--- src/scs_pkg.sv ---
// ----------------------------------------------------------------------------
// Comment stripper package
// Shared types and character constants for the comment stripper.
// ----------------------------------------------------------------------------
`default_nettype none

package scs_pkg;

  localparam int CHAR_BITS = 16;

  // Output queue geometry.
  localparam int QDEPTH    = 4;
  localparam int QPTR_BITS = $clog2(QDEPTH);
  localparam int QCNT_BITS = $clog2(QDEPTH + 1);

  localparam logic [CHAR_BITS-1:0] CH_STAR  = CHAR_BITS'('h2A);
  localparam logic [CHAR_BITS-1:0] CH_SLASH = CHAR_BITS'('h2F);
  localparam logic [CHAR_BITS-1:0] CH_CR    = CHAR_BITS'('h0D);
  localparam logic [CHAR_BITS-1:0] CH_LF    = CHAR_BITS'('h0A);
  localparam logic [CHAR_BITS-1:0] CH_BSL   = CHAR_BITS'('h5C);
  localparam logic [CHAR_BITS-1:0] CH_DQ    = CHAR_BITS'('h22);
  localparam logic [CHAR_BITS-1:0] CH_SQ    = CHAR_BITS'('h27);
  localparam logic [CHAR_BITS-1:0] CH_SP    = CHAR_BITS'('h20);

  // Scanner state carried from one character to the next.
  typedef struct packed {
    logic [CHAR_BITS-1:0] held_char;
    logic                 held_valid;
    logic [CHAR_BITS-1:0] quote_char;
    logic                 in_quote;
    logic                 escape_pending;
    logic                 in_line_comment;
    logic                 in_block_comment;
    logic                 newline_emitted;
  } scs_state_t;

  // Up to two output characters produced by one input beat.
  typedef struct packed {
    logic [1:0]           cnt;
    logic [CHAR_BITS-1:0] c0;
    logic [CHAR_BITS-1:0] c1;
  } scs_emit_t;

  localparam scs_state_t STATE_RESET = '{
    held_char:        '0,
    held_valid:       1'b0,
    quote_char:       CH_SP,
    in_quote:         1'b0,
    escape_pending:   1'b0,
    in_line_comment:  1'b0,
    in_block_comment: 1'b0,
    newline_emitted:  1'b0
  };

endpackage

`default_nettype wire

--- src/scs_core.sv ---
// ----------------------------------------------------------------------------
// Comment stripper scan logic
// Computes the next scanner state and the emitted characters for one beat.
// ----------------------------------------------------------------------------
`default_nettype none

module scs_core (
  input  wire scs_pkg::scs_state_t            st,
  input  wire logic [scs_pkg::CHAR_BITS-1:0] c,
  input  wire logic                          is_last,
  output scs_pkg::scs_state_t                st_nxt,
  output scs_pkg::scs_emit_t                 emit
);

  typedef struct packed {
    scs_pkg::scs_state_t      st;
    logic                     took;
    logic [1:0]               n;
    logic [scs_pkg::CHAR_BITS-1:0] e0;
    logic [scs_pkg::CHAR_BITS-1:0] e1;
  } handle_res_t;

  // One character with an optional lookahead character.
  function automatic handle_res_t handle(
    input scs_pkg::scs_state_t            s,
    input logic [scs_pkg::CHAR_BITS-1:0] ch,
    input logic                          has_next,
    input logic [scs_pkg::CHAR_BITS-1:0] nx
  );
    handle_res_t r;
    logic        eol;
    logic        nx_lf;
    r      = '0;
    r.st   = s;
    eol    = (ch == scs_pkg::CH_CR) || (ch == scs_pkg::CH_LF);
    nx_lf  = has_next && (nx == scs_pkg::CH_LF);
    if (s.in_block_comment) begin
      if (ch == scs_pkg::CH_STAR && has_next && nx == scs_pkg::CH_SLASH) begin
        if (!s.newline_emitted) begin
          r.n  = 2'd1;
          r.e0 = scs_pkg::CH_SP;
        end
        r.st.in_block_comment = 1'b0;
        r.took = 1'b1;
      end else if (eol) begin
        r.n  = 2'd1;
        r.e0 = ch;
        r.st.newline_emitted = 1'b1;
        if (nx_lf) begin
          r.n    = 2'd2;
          r.e1   = scs_pkg::CH_LF;
          r.took = 1'b1;
        end
      end
    end else if (s.in_line_comment) begin
      if (eol) begin
        r.n  = 2'd1;
        r.e0 = ch;
        r.st.in_line_comment = 1'b0;
        if (nx_lf) begin
          r.n    = 2'd2;
          r.e1   = scs_pkg::CH_LF;
          r.took = 1'b1;
        end
      end
    end else if (s.in_quote) begin
      r.n  = 2'd1;
      r.e0 = ch;
      if (s.escape_pending) begin
        r.st.escape_pending = 1'b0;
      end else if (ch == scs_pkg::CH_BSL) begin
        r.st.escape_pending = 1'b1;
      end else if (ch == s.quote_char) begin
        r.st.in_quote = 1'b0;
      end
    end else if (ch == scs_pkg::CH_SLASH && has_next) begin
      if (nx == scs_pkg::CH_SLASH) begin
        r.st.in_line_comment = 1'b1;
        r.took = 1'b1;
      end else if (nx == scs_pkg::CH_STAR) begin
        r.st.newline_emitted  = 1'b0;
        r.st.in_block_comment = 1'b1;
        r.took = 1'b1;
      end else begin
        r.n  = 2'd1;
        r.e0 = ch;
      end
    end else if (ch == scs_pkg::CH_DQ || ch == scs_pkg::CH_SQ) begin
      r.n  = 2'd1;
      r.e0 = ch;
      r.st.in_quote   = 1'b1;
      r.st.quote_char = ch;
    end else begin
      r.n  = 2'd1;
      r.e0 = ch;
    end
    return r;
  endfunction

  handle_res_t         h1;
  handle_res_t         h2;
  scs_pkg::scs_state_t s1;

  always_comb begin
    h1 = '0;
    h2 = '0;
    if (st.held_valid) begin
      h1 = handle(st, st.held_char, 1'b1, c);
      s1 = h1.st;
      s1.held_char  = c;
      s1.held_valid = !h1.took;
    end else begin
      s1 = st;
      s1.held_char  = c;
      s1.held_valid = 1'b1;
    end

    emit.cnt = h1.n;
    emit.c0  = h1.e0;
    emit.c1  = h1.e1;
    st_nxt   = s1;

    if (is_last) begin
      // The held character, if any, is the new one; it has no lookahead.
      if (s1.held_valid) begin
        h2 = handle(s1, c, 1'b0, '0);
      end
      // A handle that takes a lookahead never runs a second time, so at most
      // one of the two handles yields two characters.
      if (h1.n == 2'd0) begin
        emit.cnt = h2.n;
        emit.c0  = h2.e0;
      end else if (h2.n != 2'd0) begin
        emit.cnt = 2'd2;
        emit.c1  = h2.e0;
      end
      st_nxt = scs_pkg::STATE_RESET;
    end
  end

endmodule

`default_nettype wire

--- src/scs_outq.sv ---
// ----------------------------------------------------------------------------
// Comment stripper output queue
// Small queue that takes up to two characters per cycle while it has room for two and sends one unless stalled.
// ----------------------------------------------------------------------------
`default_nettype none

module scs_outq (
  input  wire                                clk,
  input  wire                                rst_n,
  input  wire logic                          push,
  input  wire scs_pkg::scs_emit_t            push_data,
  output logic                               almost_full,
  output logic                               out_valid,
  input  wire logic                          out_stall,
  output logic [scs_pkg::CHAR_BITS-1:0]      out_char,
  output logic                               out_run_last
);

  typedef struct packed {
    logic [scs_pkg::CHAR_BITS-1:0] ch;
    logic                          last;
  } qent_t;

  qent_t                          mem [scs_pkg::QDEPTH];
  logic [scs_pkg::QPTR_BITS-1:0]  wr_ptr_r, wr_ptr_nxt;
  logic [scs_pkg::QPTR_BITS-1:0]  rd_ptr_r, rd_ptr_nxt;
  logic [scs_pkg::QCNT_BITS-1:0]  cnt_r, cnt_nxt;
  logic [scs_pkg::QPTR_BITS-1:0]  wr_ptr_p1;
  logic [1:0]                     push_n;
  logic                           pop;

  assign push_n      = push ? push_data.cnt : 2'd0;
  assign pop         = out_valid && !out_stall;
  assign wr_ptr_p1   = scs_pkg::QPTR_BITS'(wr_ptr_r + 1'b1);
  // Room for two more entries is needed before a beat is taken.
  assign almost_full = cnt_r > scs_pkg::QCNT_BITS'(scs_pkg::QDEPTH - 2);
  assign out_valid   = cnt_r != '0;
  assign out_char    = mem[rd_ptr_r].ch;
  assign out_run_last = mem[rd_ptr_r].last;

  always_comb begin
    wr_ptr_nxt = scs_pkg::QPTR_BITS'(wr_ptr_r + push_n);
    rd_ptr_nxt = scs_pkg::QPTR_BITS'(rd_ptr_r + pop);
    cnt_nxt    = scs_pkg::QCNT_BITS'(cnt_r + push_n - pop);
  end

  always_ff @(posedge clk) begin
    if (!rst_n) begin
      wr_ptr_r <= '0;
      rd_ptr_r <= '0;
      cnt_r    <= '0;
    end else begin
      wr_ptr_r <= wr_ptr_nxt;
      rd_ptr_r <= rd_ptr_nxt;
      cnt_r    <= cnt_nxt;
    end
  end

  always_ff @(posedge clk) begin
    if (push_n != 2'd0) begin
      mem[wr_ptr_r] <= '{ch: push_data.c0, last: push_n == 2'd1};
    end
    if (push_n == 2'd2) begin
      mem[wr_ptr_p1] <= '{ch: push_data.c1, last: 1'b1};
    end
  end

  assert property (@(posedge clk) disable iff (!rst_n)
    cnt_r <= scs_pkg::QCNT_BITS'(scs_pkg::QDEPTH))
    else $error("output queue count exceeds its depth");

  assert property (@(posedge clk) disable iff (!rst_n)
    push |-> !almost_full)
    else $error("push while output queue lacks room for two entries");

  assert property (@(posedge clk) disable iff (!rst_n)
    (cnt_r == '0) |-> (wr_ptr_r == rd_ptr_r))
    else $error("empty output queue with unequal pointers");

endmodule

`default_nettype wire

--- src/source_comment_stripper.sv ---
// ----------------------------------------------------------------------------
// Source comment stripper
// Removes line and block comments from a character stream, keeping lines.
// ----------------------------------------------------------------------------
// Output: a result enters the registered output queue with the beat that
//   resolves it; one character is held for lookahead, so most results come
//   one beat late. Throughput: one input beat per cycle while beats make at most
//   one result and the output does not stall; the single output port sends
//   one beat per cycle unless stalled; a four-entry queue absorbs the excess.
// Reset: synchronous, active low; clears the scanner state and the queue.
`default_nettype none

module source_comment_stripper (
  input  wire                                clk,
  input  wire                                rst_n,
  input  wire logic                          in_valid,
  output logic                               in_stall,
  input  wire logic [scs_pkg::CHAR_BITS-1:0] in_char,
  input  wire logic                          in_is_last,
  output logic                               out_valid,
  input  wire logic                          out_stall,
  output logic [scs_pkg::CHAR_BITS-1:0]      out_char,
  output logic                               out_run_last
);

  // Scanner state: held lookahead character, quote tracking and comment flags.
  // It advances exactly once for each accepted input beat.
  scs_pkg::scs_state_t st_r;
  scs_pkg::scs_state_t st_nxt;
  scs_pkg::scs_emit_t  emit;
  logic                in_acc;
  logic                q_almost_full;

  // The input side stalls only when the queue might not hold two more
  // characters; it does not wait for earlier results to leave.
  assign in_stall = q_almost_full;
  assign in_acc   = in_valid && !in_stall;

  // The scan logic works directly on the accepted beat and the stored state.
  // At the end of text it flushes the held character and returns to reset.
  scs_core u_core (
    .st      (st_r),
    .c       (in_char),
    .is_last (in_is_last),
    .st_nxt  (st_nxt),
    .emit    (emit)
  );

  always_ff @(posedge clk) begin
    if (!rst_n) begin
      st_r <= scs_pkg::STATE_RESET;
    end else if (in_acc) begin
      st_r <= st_nxt;
    end
  end

  // Results are registered in the queue; each beat pushes zero, one or two
  // characters, and the last of them carries the run-last flag.
  scs_outq u_outq (
    .clk          (clk),
    .rst_n        (rst_n),
    .push         (in_acc),
    .push_data    (emit),
    .almost_full  (q_almost_full),
    .out_valid    (out_valid),
    .out_stall    (out_stall),
    .out_char     (out_char),
    .out_run_last (out_run_last)
  );

  // The end of text leaves nothing held and every mode closed.
  assert property (@(posedge clk) disable iff (!rst_n)
    (in_acc && in_is_last) |=>
      (!st_r.held_valid && !st_r.in_quote && !st_r.in_line_comment &&
       !st_r.in_block_comment))
    else $error("state not cleared after end of text");

  // The scanner is in at most one of its modes at a time.
  assert property (@(posedge clk) disable iff (!rst_n)
    $onehot0({st_r.in_quote, st_r.in_line_comment, st_r.in_block_comment}))
    else $error("scanner in more than one mode");

  // An escape is only pending inside a quoted string.
  assert property (@(posedge clk) disable iff (!rst_n)
    st_r.escape_pending |-> st_r.in_quote)
    else $error("escape pending outside a quoted string");

  // Once a beat has been taken in the middle of a text, a character is held.
  assert property (@(posedge clk) disable iff (!rst_n)
    (in_acc && !in_is_last && !st_r.held_valid) |=> st_r.held_valid)
    else $error("character not held after a first beat");

endmodule

`default_nettype wire
--- config.mk ---
export PLATFORM = sky130hd
export DESIGN_NAME = source_comment_stripper
export DESIGN_NICKNAME = d
export VERILOG_FILES = /design/src/scs_pkg.sv /design/src/scs_core.sv /design/src/scs_outq.sv /design/src/source_comment_stripper.sv
export SDC_FILE = /design/constraint.sdc
export NUM_CORES = 1
export LEC_CHECK = 0
export ABC_AREA = 1
export BUFFER_PORTS_ARGS = -buffer_cell sky130_fd_sc_hd__buf_2
export CORE_MARGIN = 4
export CORE_UTILIZATION = 55
export DETAILED_ROUTE_END_ITERATION = 10
export PLACE_DENSITY = 0.73
export REMOVE_ABC_BUFFERS = 1
export SLEW_MARGIN = 15
export SYNTH_ARGS = -nofsm -noshare
export SYNTH_HDL_FRONTEND = slang
export SYNTH_SLANG_ARGS = --single-unit
--- constraint.sdc ---
create_clock -name clk -period 4.3 [get_ports clk]
set_input_delay 0.86 -clock clk [delete_from_list [all_inputs] [get_ports clk]]
set_output_delay 0.86 -clock clk [all_outputs]
set_load 0.01 [all_outputs]
==> out/qor.csv, run 1 <==
stage;metric;value;unit
detailed_routing;DRC errors left;0;
worst_hold_path;Hold Crit Depth;2;
timing;setup_tns;0;ps
floorplanning;Die Height;116;um
logic_synthesis;area leader, netlist;edfxtp_1;
detailed_routing;DR iter-0 viols;494;
worst_setup_path;setup slack, reg-to-reg;970;ps
logic_synthesis;ranking of synthesized cells by area;edfxtp_1, dfxtp_1, nand2_1, o21ai_0, nor2_1;
floorplanning;core area;11500;sq um
timing;Slew Limit Headroom;0.292;
detailed_routing;Final ANT Viol Nets;0;
place;placed cell areas;6670;sq um
grt;total congestion overflow;0;
logic_synthesis;synthesized area per cell;7.60;sq um
worst_setup_path;R2R Path Start;st_r[25];
timing;setup ws final;788;ps
timing;Worst-Margin Slew;1060;ps
worst_hold_path;hold path start;u_outq.mem[2][0];
logic_synthesis;post-synth top area share;0.298;
timing;RSZ-0062 raised after global routing;no;
cts;post-CTS sizing;0;
worst_setup_path;Reg-to-Reg End;u_outq.mem[3][2];
final_layout;commonest non-fill, non-tap cells in the layout;nand2_1, nor2_1, inv_1;
cts;CTS Buf Count;17;
logic_synthesis;#FFs+latches synth;113;
cts;clk sinks;113;
logic_synthesis;most used flip-flop cell after synthesis;edfxtp_1;
worst_setup_path;Worst Reg-to-Reg Cells;19;
place;number of port buffers;39;
run_status;status;finished clean;
cts;H-tree depth;4;
cts;worst skew pair latency;420;ps
timing;fmax;285;MHz
pwr;Tot Pwr;3690;uW
worst_setup_path;Crit Path Max Fanout;17;
grt;initial antenna violation count;0;
timing;Post-Route Skew;8.43;ps
timing;pins over their slew limit;0;
cts;Post-CTS Setup Bufs;0;
grt;gr usage total;0.276;
final_layout;Layout Utilization;0.634;
floorplanning;die width;116;um
cts;TritonCTS clock tree;done;
place;detailed placement HPWL;12400;um
detailed_routing;vias per cell;5.71;
timing;final setup vio count;0;
final_layout;layout cells sized above 1;0.149;
detailed_routing;vias post-DR;5902;
final_layout;# diodes;0;
timing;Min Clock Period, post-route;3510;ps
detailed_routing;first drt pass iteration count;6;
timing;Final Hold Vio Count;0;
final_layout;final net count;902;
grt;largest net degree at the start of global routing;39;
floorplanning;# IOs;40;
worst_setup_path;Crit Path Class;in2reg;
grt;vias in the first global route;5586;
final_layout;commonest non-fill, non-tap cell in the layout;nand2_1;
floorplanning;Starting Density;0.563;
logic_synthesis;synth warn;0;
timing;Tcrit/Tclk final;0.817;
floorplanning;std cell rows;39;
worst_hold_path;worst hold path type;reg2reg;
place;Final Wtd Congestion;0.925;
logic_synthesis;Post-synth EDFFs;64;
logic_synthesis;register area share after synthesis;0.450;
cts;clock tree buffer depth;2;
logic_synthesis;Async SR Flop Fraction;0;
final_layout;fin area;7270;sq um
pwr;PD cells;508;nW/um^2
worst_setup_path;Critical Path RT;4480;ps
detailed_routing;DR WL/cell;17.0;um
logic_synthesis;Mapped Area;6450;sq um
grt;first-pass GRT wire length;28600;um
worst_setup_path;crit end category;flop;
pwr;Lkg Pwr;0.00293;uW
worst_setup_path;critical path arrival;3690;ps
cts;cts hold-fix bufs;0;
place;pre-CTS setup slack;354;ps
logic_synthesis;post-synthesis cell count;849;
cts;clock slew at reported path FFs;50;ps
detailed_routing;Routed Wire Length;17600;um
worst_setup_path;Startpoint Class;input pin;
worst_hold_path;hold endpoint;u_outq.mem[2][0];
logic_synthesis;post-synth cell types;40;
cts;clk root buf;clkbuf_16;
run;Max Cap Viol;0;
final_layout;area growth from synthesis to layout;12.7;%
floorplanning;die footprint;13500;sq um
pwr;VDD IR max;0.404;mV
-- power breakdown --
group,leakage (uW),internal [uW],switching (uW)
clock,0.000296,951,483
sequential,0.00103,1250,71.3
combinational,0.00160,305,630
total,0.00293,2510,1180
-- worst max-delay path by stage --
stage	cells after the start	start	to
after floorplan	19	in_char[4]	u_outq.cnt_r[2]
after global placement	19	in_char[12]	u_outq.mem[3][2]
after detailed placement	17	in_char[12]	u_outq.mem[3][2]
after CTS	17	in_char[12]	u_outq.mem[3][2]
after global routing	21	in_char[12]	u_outq.mem[3][2]
final	17	in_char[12]	u_outq.mem[3][2]
-- routing by layer --
metal / vias to the layer above / global-route usage / part of all wire
li1: 2890 / - / -
met1: 2741 / 0.362 / 0.42
met2: 242 / 0.450 / 0.48
met3: 29 / 0.0585 / 0.081
met4: 0 / 0.107 / 0.018
met5: - / 0 / 0
-- registers in the layout (all words and copies together), names as in the netlist --
| signal | cells |
|---|---|
| st_r | 38 |
| u_outq.cnt_r | 3 |
| u_outq.mem | 68 |
| u_outq.rd_ptr_r | 2 |
| u_outq.wr_ptr_r | 2 |
-- cell type report --
type                            count  area, sq um
Clock buffer                       17          425
Fill cell                        1024         4200
Tap cell                          143          179
Sequential cell                   113         2900
Clock inverter                     15          171
Inverter                           89          334
Multi-Input combinational cell    609         3000
Timing Repair Buffer               47          255
-- Yosys cell counts, types with 8 or more instances --
master	count
dfxtp_1	49
nand2_1	212
inv_2	11
o22ai_1	23
o21ai_1	34
nor3_1	30
nand3_1	29
inv_1	78
o21ai_0	73
nor2_1	93
o21ai_2	13
edfxtp_1	64
clkbuf_1	22
nand2_4	8
nand2_2	8
a21oi_1	39
-- critical path: stages --
cell and delay (ps):
buf_2 110, nor2_1 170, nand2_1 130, nor2_4 210, nand3_2 140, nor2_4 150, o211ai_2 160, nand3_1 170
inv_1 80, nand2_2 200, nand2_4 100, nand2_4 120, nand2_8 90, nand2_4 180, nand2_1 500, nand2_1 230
inv_1 50
-- per-stage QoR --
stage                     hold WS (ps)  std cells
after floorplan                    414        811
after CTS                          443       1033
after detailed placement           429       1001
after global routing               472       1033
final                              442       1033
after global placement             433       1001
-- cell families after synthesis --
group,synth area share
AND/OR/NAND/NOR,0.287
adder cells (fa/ha/maj),0.00892
XOR/XNOR,0.00543
AO/OA/AOI/OAI,0.164
flip-flops,0.450
buffers and inverters,0.0850
(Power assumes the default switching activity.)
==> run 2, diff against run 1 <==
--- a/config.mk
+++ b/config.mk
@@ -10,7 +10,7 @@
 export CORE_MARGIN = 4
 export CORE_UTILIZATION = 55
 export DETAILED_ROUTE_END_ITERATION = 10
-export PLACE_DENSITY = 0.73
+export PLACE_DENSITY = 0.76
 export REMOVE_ABC_BUFFERS = 1
 export SLEW_MARGIN = 15
 export SYNTH_ARGS = -nofsm -noshare
==> constraint.sdc (replaced) <==
create_clock -name clk -period 2.8 [get_ports clk]
set_input_delay 0.56 -clock clk [delete_from_list [all_inputs] [get_ports clk]]
set_output_delay 0.56 -clock clk [all_outputs]
set_load 0.01 [all_outputs]
==> run 2 against run 1 <==
- die area did not move
- via count up 5.2%
- largest power group unchanged
- cell count grew 9.6%
- setup slack worse by 660 ps
- register-to-register slack got worse by 840 ps
- critical path depth up 4
- critical endpoint is now u_outq.cnt_r[2]
- clock skew is essentially flat
- flip-flop and latch count stayed put
- total power grew 54%
- sequential share of layout area shrank 3.9 points
==> out/qor.csv, run 2 (synthesis results as in run 1) <==
stage;metric;value;unit;change
worst_hold_path;hold endpoint;st_r[26];;
worst_setup_path;Crit Path Class;reg2reg;;
worst_setup_path;critical path arrival;2950;ps;-740 ps
place;detailed placement HPWL;12700;um;+2.3%
worst_hold_path;worst hold path type;in2reg;;
place;Final Wtd Congestion;0.929;;+0.36%
floorplanning;Die Height;116;um;unchanged
grt;largest net degree at the start of global routing;35;;-10%
detailed_routing;vias per cell;5.48;;-4.0%
worst_setup_path;Worst Reg-to-Reg Cells;21;;+2
final_layout;commonest non-fill, non-tap cells in the layout;nand2_1, buf_4, nor2_1;;
detailed_routing;Routed Wire Length;17800;um;+1.2%
run_status;status;finished clean;;
detailed_routing;DR iter-0 viols;441;;-11%
final_layout;# diodes;0;;unchanged
pwr;PD cells;702;nW/um^2;+38%
timing;Final Hold Vio Count;0;;unchanged
final_layout;Biggest register;u_outq.mem;;
floorplanning;std cell rows;39;;unchanged
worst_setup_path;critical path cell sequence;inv_2 > nand2_1 > nor2_2 > nand2_1 > nor2_2 > nand2_1 > nand2_2 > nand2_1 > nor2_1 > nand2_1 > nand2_2 > nand2_2 > inv_2 > nand2_2 > nand2_4 > nand2_4 > or2_2 > fa_2 > xor2_1 > inv_1 > nor2_1;;
cts;CTS Buf Count;17;;unchanged
floorplanning;die footprint;13500;sq um;unchanged
timing;pins over their slew limit;0;;unchanged
detailed_routing;DRC errors left;0;;unchanged
timing;fmax;374;MHz;
cts;clock slew at reported path FFs;50;ps;about the same
cts;H-tree depth;4;;unchanged
pwr;VDD IR max;0.502;mV;+24%
pwr;Lkg Pwr;0.00341;uW;+17%
timing;Slew Limit Headroom;0.536;;+0.244
final_layout;layout cells sized above 1;0.253;;+0.103
worst_setup_path;Crit Path Max Fanout;5;;-12
worst_setup_path;Critical Path RT;3080;ps;-1400 ps
timing;setup ws final;127;ps;-662 ps
worst_hold_path;hold path start;in_char[4];;
detailed_routing;Final ANT Viol Nets;0;;unchanged
grt;vias in the first global route;5743;;+2.8%
final_layout;Layout Utilization;0.707;;+0.0732
floorplanning;die width;116;um;unchanged
worst_setup_path;CP peak stage delay;360;ps;-140 ps
grt;gr usage total;0.273;;-0.00319
timing;Post-Route Skew;8.11;ps;-0.318 ps
place;pre-CTS setup slack;-273;ps;-627 ps
floorplanning;# IOs;40;;unchanged
worst_setup_path;R2R Path Start;st_r[24];;
worst_setup_path;Crit-path slowest cell;dfxtp_4;;
timing;Min Clock Period, post-route;2670;ps;
final_layout;commonest non-fill, non-tap cell in the layout;nand2_1;;
timing;Worst-Margin Slew;695;ps;-360 ps
grt;initial antenna violation count;0;;unchanged
floorplanning;core area;11500;sq um;unchanged
worst_setup_path;Critical Path Most Common Cell;nand2_1;;
detailed_routing;first drt pass iteration count;6;;unchanged
worst_setup_path;Startpoint Class;flop;;
cts;clock tree buffer depth;2;;unchanged
worst_setup_path;crit end category;flop;;
floorplanning;Starting Density;0.563;;unchanged
run;Max Cap Viol;0;;unchanged
final_layout;top flop regs;u_outq.mem: 68 flops, st_r: 38 flops, u_outq.cnt_r: 3 flops;;
grt;first-pass GRT wire length;28200;um;-1.5%
detailed_routing;DR WL/cell;15.7;um;-7.6%
timing;Tcrit/Tclk final;0.955;;
pwr;Tot Pwr;5700;uW;+54%
timing;WHS;391;ps;-51.1 ps
place;number of port buffers;39;;unchanged
worst_setup_path;Reg-to-Reg End;u_outq.cnt_r[2];;
final_layout;max reg flops;68;;unchanged
cts;clk sinks;113;;unchanged
cts;TritonCTS clock tree;done;;
cts;worst skew pair latency;420;ps;about the same
cts;clk root buf;clkbuf_16;;
grt;total congestion overflow;0;;unchanged
final_layout;final net count;1001;;+11%
timing;final setup vio count;0;;unchanged
detailed_routing;vias post-DR;6206;;+5.2%
worst_hold_path;Hold Crit Depth;3;;+1
worst_setup_path;setup slack, reg-to-reg;130;ps;-840 ps
final_layout;area growth from synthesis to layout;25.7;%;
run 2: cell types whose count changed in the layout (fill, tap and decap cells not counted), moves of 5 or more:
cell / change
buf_12: +6
dfxtp_4: +5
dfxtp_1: -7
nor2_1: -5
buf_4: +93
run 2: metrics by stage:
| step | setup TNS [ps] | std cells | cell area (sq um) |
|---|---|---|---|
| after floorplan | -1760 | 811 | 6240 |
| after global placement | -5190 | 1096 | 7460 |
| after detailed placement | -9320 | 1096 | 7460 |
| after CTS | 0 | 1128 | 8010 |
| after global routing | -22.0 | 1132 | 8110 |
| final | 0 | 1132 | 8110 |
run 2: final cells by class:
| cell class | instances | area, sq um |
|---|---|---|
| Fill cell | 949 | 3360 |
| Clock inverter | 13 | 120 |
| Inverter | 89 | 337 |
| Timing Repair Buffer | 146 | 1070 |
| Multi-Input combinational cell | 609 | 3040 |
| Tap cell | 143 | 179 |
| Sequential cell | 113 | 2920 |
| Clock buffer | 19 | 433 |
run 2: what timing repair did:
action / in CTS / in global routing
pin swaps: 0 / 6
buffers inserted: 0 / 4
setup endpoints to repair: 1 / 121
hold buffers: 0 / 0
gates resized for setup: 1 / 25
run 2: worst max-delay path by stage:
stage | start | to | cells after the start
after floorplan | in_char[4] | u_outq.cnt_r[2] | 19
after global placement | in_char[12] | u_outq.cnt_r[2] | 20
after detailed placement | in_char[12] | u_outq.cnt_r[2] | 22
after CTS | st_r[28] | u_outq.cnt_r[2] | 19
after global routing | st_r[28] | u_outq.cnt_r[2] | 19
final | st_r[24] | u_outq.cnt_r[2] | 21
run 2: power by group:
group	internal [uW]	total [uW]	switching [uW]
clock	1290	2020	738
sequential	1930	2010	87.5
combinational	623	1660	1030
total	3840	5690	1860
run 2: per-layer routing:
metal	routed length (um)	part of all wire	vias to the layer above	global-route usage
li1	-	-	3088	-
met1	7330	0.41	2849	0.336
met5	0	0	-	0
met4	426	0.024	0	0.104
met2	8820	0.50	234	0.468
met3	1230	0.069	35	0.0617
run 2: worst max-delay path: cells and delay by family, from the launching register on:
kind | cells | cell delay, ps
and+or+nand+nor | 16 | 1470
xor gates and xnor gates | 1 | 160
DFF | 1 | 360
buffers and inverters | 3 | 200
adders and majority gates | 1 | 340
